<file path="src/mrcq_pkg.sv">
// Package for multi_range_clip_quantize: types, constants and shared codes.
`timescale 1ns / 1ps
package mrcq_pkg;

  localparam int MAX_RANGES_DEF = 16;
  localparam int FRAC_BITS_DEF  = 16;
  localparam int CNT_W          = 5;
  localparam int VAL_W          = 64;
  localparam int FINE_W         = 63;

  localparam logic [1:0] ST_OK      = 2'd0;
  localparam logic [1:0] ST_EMPTY   = 2'd1;
  localparam logic [1:0] ST_NONMONO = 2'd2;
  localparam logic [1:0] ST_BADLOAD = 2'd3;

  typedef enum logic [2:0] {
    S_IDLE,
    S_LOAD,
    S_WALK,
    S_DIV,
    S_FIX,
    S_OUT
  } state_t;

  // controller to datapath
  typedef struct packed {
    logic capture;   // take the input item
    logic do_load;   // write table entry
    logic walk_init; // reset walk index and aggregates
    logic walk_step; // process one entry
    logic div_start; // launch the remainder unit
    logic div_step;  // one remainder bit
    logic fix;       // finish snap result
    logic out_load;  // move result to the output register
  } cmd_t;

  // datapath to controller
  typedef struct packed {
    logic is_clip;
    logic walk_last; // current entry is the final one
    logic need_div;  // walk decided a snap is needed
    logic div_done;
    logic fail;      // empty or non monotonic
  } stat_t;

endpackage

</file>
<file path="src/mrcq_ctrl.sv">
// Controller state machine for multi_range_clip_quantize.
`timescale 1ns / 1ps
module mrcq_ctrl
  import mrcq_pkg::*;
(
  input  logic  clk,
  input  logic  rst_n,
  input  logic  in_fire,
  input  logic  out_busy,
  output logic  in_ready,
  output cmd_t  cmd,
  input  stat_t st
);

  state_t state_r, state_nxt;

  // next state
  always_comb begin
    state_nxt = state_r;
    unique case (state_r)
      S_IDLE: if (in_fire) state_nxt = S_LOAD;
      S_LOAD: state_nxt = st.is_clip ? S_WALK : S_OUT;
      S_WALK: begin
        if (st.fail) state_nxt = S_OUT;
        else if (st.walk_last) state_nxt = st.need_div ? S_DIV : S_OUT;
      end
      S_DIV: if (st.div_done) state_nxt = S_FIX;
      S_FIX: state_nxt = S_OUT;
      S_OUT: if (!out_busy) state_nxt = S_IDLE;
      default: state_nxt = S_IDLE;
    endcase
  end

  always_ff @(posedge clk) begin
    if (!rst_n) state_r <= S_IDLE;
    else state_r <= state_nxt;
  end

  // outputs
  always_comb begin
    cmd = '0;
    in_ready = 1'b0;
    unique case (state_r)
      S_IDLE: begin
        in_ready = 1'b1;
        cmd.capture = in_fire;
      end
      S_LOAD: begin
        cmd.do_load = !st.is_clip;
        cmd.walk_init = 1'b1;
      end
      S_WALK: begin
        // step also on a failing entry so the status picks up the order check
        cmd.walk_step = 1'b1;
        cmd.div_start = st.walk_last && st.need_div && !st.fail;
      end
      S_DIV: cmd.div_step = 1'b1;
      S_FIX: cmd.fix = 1'b1;
      S_OUT: cmd.out_load = !out_busy;
      default: ;
    endcase
  end

  a_walk_from_load: assert property (@(posedge clk) disable iff (!rst_n)
    state_r == S_WALK |-> $past(state_r) == S_LOAD || $past(state_r) == S_WALK)
    else $error("walk entered from wrong state");
  a_fix_after_div: assert property (@(posedge clk) disable iff (!rst_n)
    state_r == S_FIX |-> $past(state_r) == S_DIV)
    else $error("fix without division");
  a_ready_idle: assert property (@(posedge clk) disable iff (!rst_n)
    in_ready |-> !cmd.walk_step && !cmd.div_step)
    else $error("ready while busy");

endmodule

</file>
<file path="config.mk">
export PLATFORM = sky130hd
export DESIGN_NAME = mrcq_ctrl
export DESIGN_NICKNAME = d
export VERILOG_FILES = /design/src/mrcq_pkg.sv /design/src/mrcq_ctrl.sv
export SDC_FILE = /design/constraint.sdc
export NUM_CORES = 1
export LEC_CHECK = 0
export BUFFER_PORTS_ARGS = -buffer_cell sky130_fd_sc_hd__buf_2
export CAP_MARGIN = 0
export CORE_AREA = 5 5 42 44
export DETAILED_ROUTE_END_ITERATION = 10
export DIE_AREA = 0 0 47 49
export PLACE_DENSITY_LB_ADDON = 0.1
export SYNTH_ARGS = -nofsm -noshare
export SYNTH_HDL_FRONTEND = slang
export SYNTH_SLANG_ARGS = --single-unit
</file>
<file path="constraint.sdc">
create_clock -name clk -period 3.3 [get_ports clk]
set_input_delay 0.165 -clock clk [delete_from_list [all_inputs] [get_ports clk]]
set_output_delay 0.165 -clock clk [all_outputs]
set_load 0.03 [all_outputs]
</file>
# Yosys cells after proc, flatten, opt, wreduce, memory -nomap -nowiden
# Cells that the tools add are included.
# classes
addsub,0
div,0
order_cmp,0
multipliers,0
muxes,15
n_eq_ne,9
shifts,0
bitwise,0
reduce_logical,7
# op_table
op,n
two-way mux 3 bit,7
case mux 3 bit (6 select lines),1
"equality test 3 x 2 -> 1 bit, second input constant",2
"equality test 3 bit, second input constant",2
"!= test 2 bit, second input constant",3
two-way mux 1 bit,5
two-way mux 2 bit,2
AND reduction 4 bit,1
"equality test 3 x 1 -> 1 bit, second input constant",1
logical NOT 1 bit,3
logical NOT 3 bit,1
"!= test 3 bit, second input constant",1
logical AND 1 bit,2
# word_totals
ff_bits,3
out_inout_bits,9
mem_count,0
rom_bits,0
ram_bits,0
latch_bits,0

# Longest topological paths before layout
# depth
depth_word,4
ltp_mapped,6

# Worst setup path before layout
# No wires, ideal clock.
# synth_timing
kind,reg2out
from,reg state_r[0]
to,out cmd[6] (netlist name)
n_path_buf,2
path_slack_ps,1194
arrival_ps,1941
path_stages_with_launch,5
t_required_ps,3135
path_cell_list,dfxtp_1 -> buf_6 -> buf_2 -> nor3b_1 -> nor2b_1
# synth_lines
item,line_no,rtl
from (decl),mrcq_ctrl.sv:15,"state_t state_r, state_nxt;"
from (signal assigned),mrcq_ctrl.sv:36,else state_r <= state_nxt;
to (decl),mrcq_ctrl.sv:11,"output cmd_t cmd,"

==> out/results.ini <==
[outcome]
status=complete, no violations

[run]
maxCapViolations=0

[min_path]
hold_end=state_r[2]
hp-class=in -> reg
whs_path_depth=2
min_from=rst_n

[synthesis]
synthMuxAreaShare_pct=0
post-synth-top-area-cell=dfxtp_1
synthArstFlopShare_pct=0
synthAdderAreaFrac_pct=0
synth_commonest_cells=a21oi_1 (4), nand2b_1 (4), dfxtp_1 (3), nor2_1 (3), nor2b_1 (3)
ys_ff_latch=3
synth_edf_count=0
synth_flop_cell=dfxtp_1
synth_top_family_by_area=simple AND/OR/NAND/NOR gates
yosys.area.top_type_share_pct=18.82
synth-xor-area-share_pct=0
synthTopCellsByArea=dfxtp_1 (19%), nand2b_1 (7.8%), a21oi_1 (6.3%)
syn_avg_cell_area_sq_um=7.251
ys_seq_area_share_pct=18.82
synthSimpleGateAreaFrac_pct=41.96
ys_types=27
synth_compound_area_share_pct=30.20
syn_nets=53
yosysWarningCount=0
syn_inst=44
syn_area_sq_um=319.1

[routing]
routed-via-count=392
routedWlPerCell_microns=11.86
drt_iter0_drc=7
drt-vias-per-instance=5.091
dr.pass1.iters=4
postRouteAntennaNets=0
routed_wirelength_microns=913
drc_errors=0

[timing]
layout_min_cycle_time_ns=1.704
finalSetupViolCount=0
fin_crit_sh_pct=51.65
final_max_slew_viol_count=0
worst_hold_slack_ns=0.1790
hold_viol_final=0
tightest_slew_ns=0.5735
timing.fmax_ghz=0.5867
fin_skew_ns=0.003114
tns_ns=0
slew_headroom_pct=61.72
grt_setup_unrepaired=no

[die]
fp-row-count=14
coreArea_sq_um=1401
die_w_microns=47
start_util_pct=22.77
die_area_sq_um=2303
fp.dieH_microns=49
ios=18

[clock_network]
clock_sinks=3
clkSlewWorstSetupHoldPaths_ns=0.04
tritoncts=yes
numCtsBuffers=3
ctsHtreeMaxLevel=1
cts_resized=0
cts_buffer_depth=2
root_buffer=clkbuf_4
postCtsSetupBuffers=0
clock_latency_ns=0.24
hold_buffers=0

[global_route]
use_met1_pct=11.43
busiest_layer=met2
grt_pass1_vias=362
grt_pass1_wl_microns=1531
grt_max_degree=20
antenna_found_initial=0
met3_usage_pct=1.476
grtUsageTotal_pct=9.296
grt_util_met2_pct=12.44
gr-total-overflow=0

[place]
dp_cells=73
globalplace.congestion=0.6862
placed_area_sq_um=399.1
io_buffers=17

[final_layout]
largest-register=state_r
fin_nets=71
utilization_pct=30.36
stdcell_count=77
largest_reg_flops=3
antennaDiodeCount=0
design_area_sq_um=425.4
areaGrowthSynthToFinish_pct=33.33
top_regs=state_r: 3 flops
drive_above_1_share_pct=34.43

[setup_path]
rr_startpoint=state_r[0]
crit_fanout=19
r2r_end=state_r[2]
cp-start-kind=register
critPathRequiredTime_ns=3.13
worstSetupPathType=reg -> out
reg2reg_depth=4
cpPeakStageDelay_ns=0.67
critPathCaptureType=primary output
slowest_stage=dfxtp_1
crit_chain=nor3b_1 -> nor2b_1 -> buf_2
arrival_ns=1.54
ff2ff_setup_slack_ns=1.75

[power]
peakVddDrop_uv=161.0
power_density_nw_per_um2=652.9
p_leak_nw=0.1932

==> per-layer routing <==
layer / routed length (microns) / vias up
met4: 33 / 0
met1: 409 / 173
met2: 407 / 16
li1: - / 199
met3: 63 / 4
met5: 0 / -
==> power by group <==
group	switching, mW	leakage [nW]	internal (mW)
Sequential	0.0322	0.0248	0.0449
Combinational	0.0785	0.153	0.0568
Clock	0.0200	0.0150	0.0454
==> layout by cell type (no fill, tap or decap), types with 2 or more instances in the layout <==
cell      netlist  final
dfxtp_1         3      3
and2_1          2      2
clkbuf_4        0      3
nor3_1          2      2
o21ai_0         2      2
nor2_1          3      3
nand2b_1        4      4
nor3b_1         2      2
a21oi_1         4      4
buf_2           2     17
nor2b_1         3      3
==> stage by stage <==
stage               total power, mW  worst slack, ns
global route                 0.2993            1.470
CTS                          0.2828            1.558
finish                       0.2778            1.596
floorplan                    0.1844            1.194
global placement             0.2165            1.768
detailed placement           0.2155            1.749
==> cell type report <==
class / instances / area [sq um]
flip-flops and latches: 3 / 60.06
well taps: 16 / 20.02
clock buffers: 4 / 26.28
inverters: 1 / 3.754
multi-input cells: 36 / 230.2
fillers: 179 / 975.9
repair buffers: 17 / 85.08
==> worst max-delay path, delay by kind of cell, from the launching register on <==
kind	cells	cell delay (ns)
buffers and inverters	1	0.20
flip-flops	1	0.67
AND/OR/NAND/NOR	2	0.43
==> worst max-delay path by stage <==
stage | from | to | slack (ns)
after detailed placement | state_r[0] | state_r[2] | 1.75
final | state_r[0] | cmd[6] | 1.60
after global placement | state_r[0] | state_r[2] | 1.77
after CTS | state_r[0] | cmd[6] | 1.56
after global routing | state_r[0] | cmd[6] | 1.47
after floorplan | state_r[0] | cmd[6] | 1.19
==> cell families (layout without fill, tap and decap cells) <==
kind of cell | count (synthesis) | after routing
buf+inv | 5 | 22
flops | 3 | 3
simple gates | 22 | 22
compound gates | 14 | 14
Power figures use the tool's default switching activity.
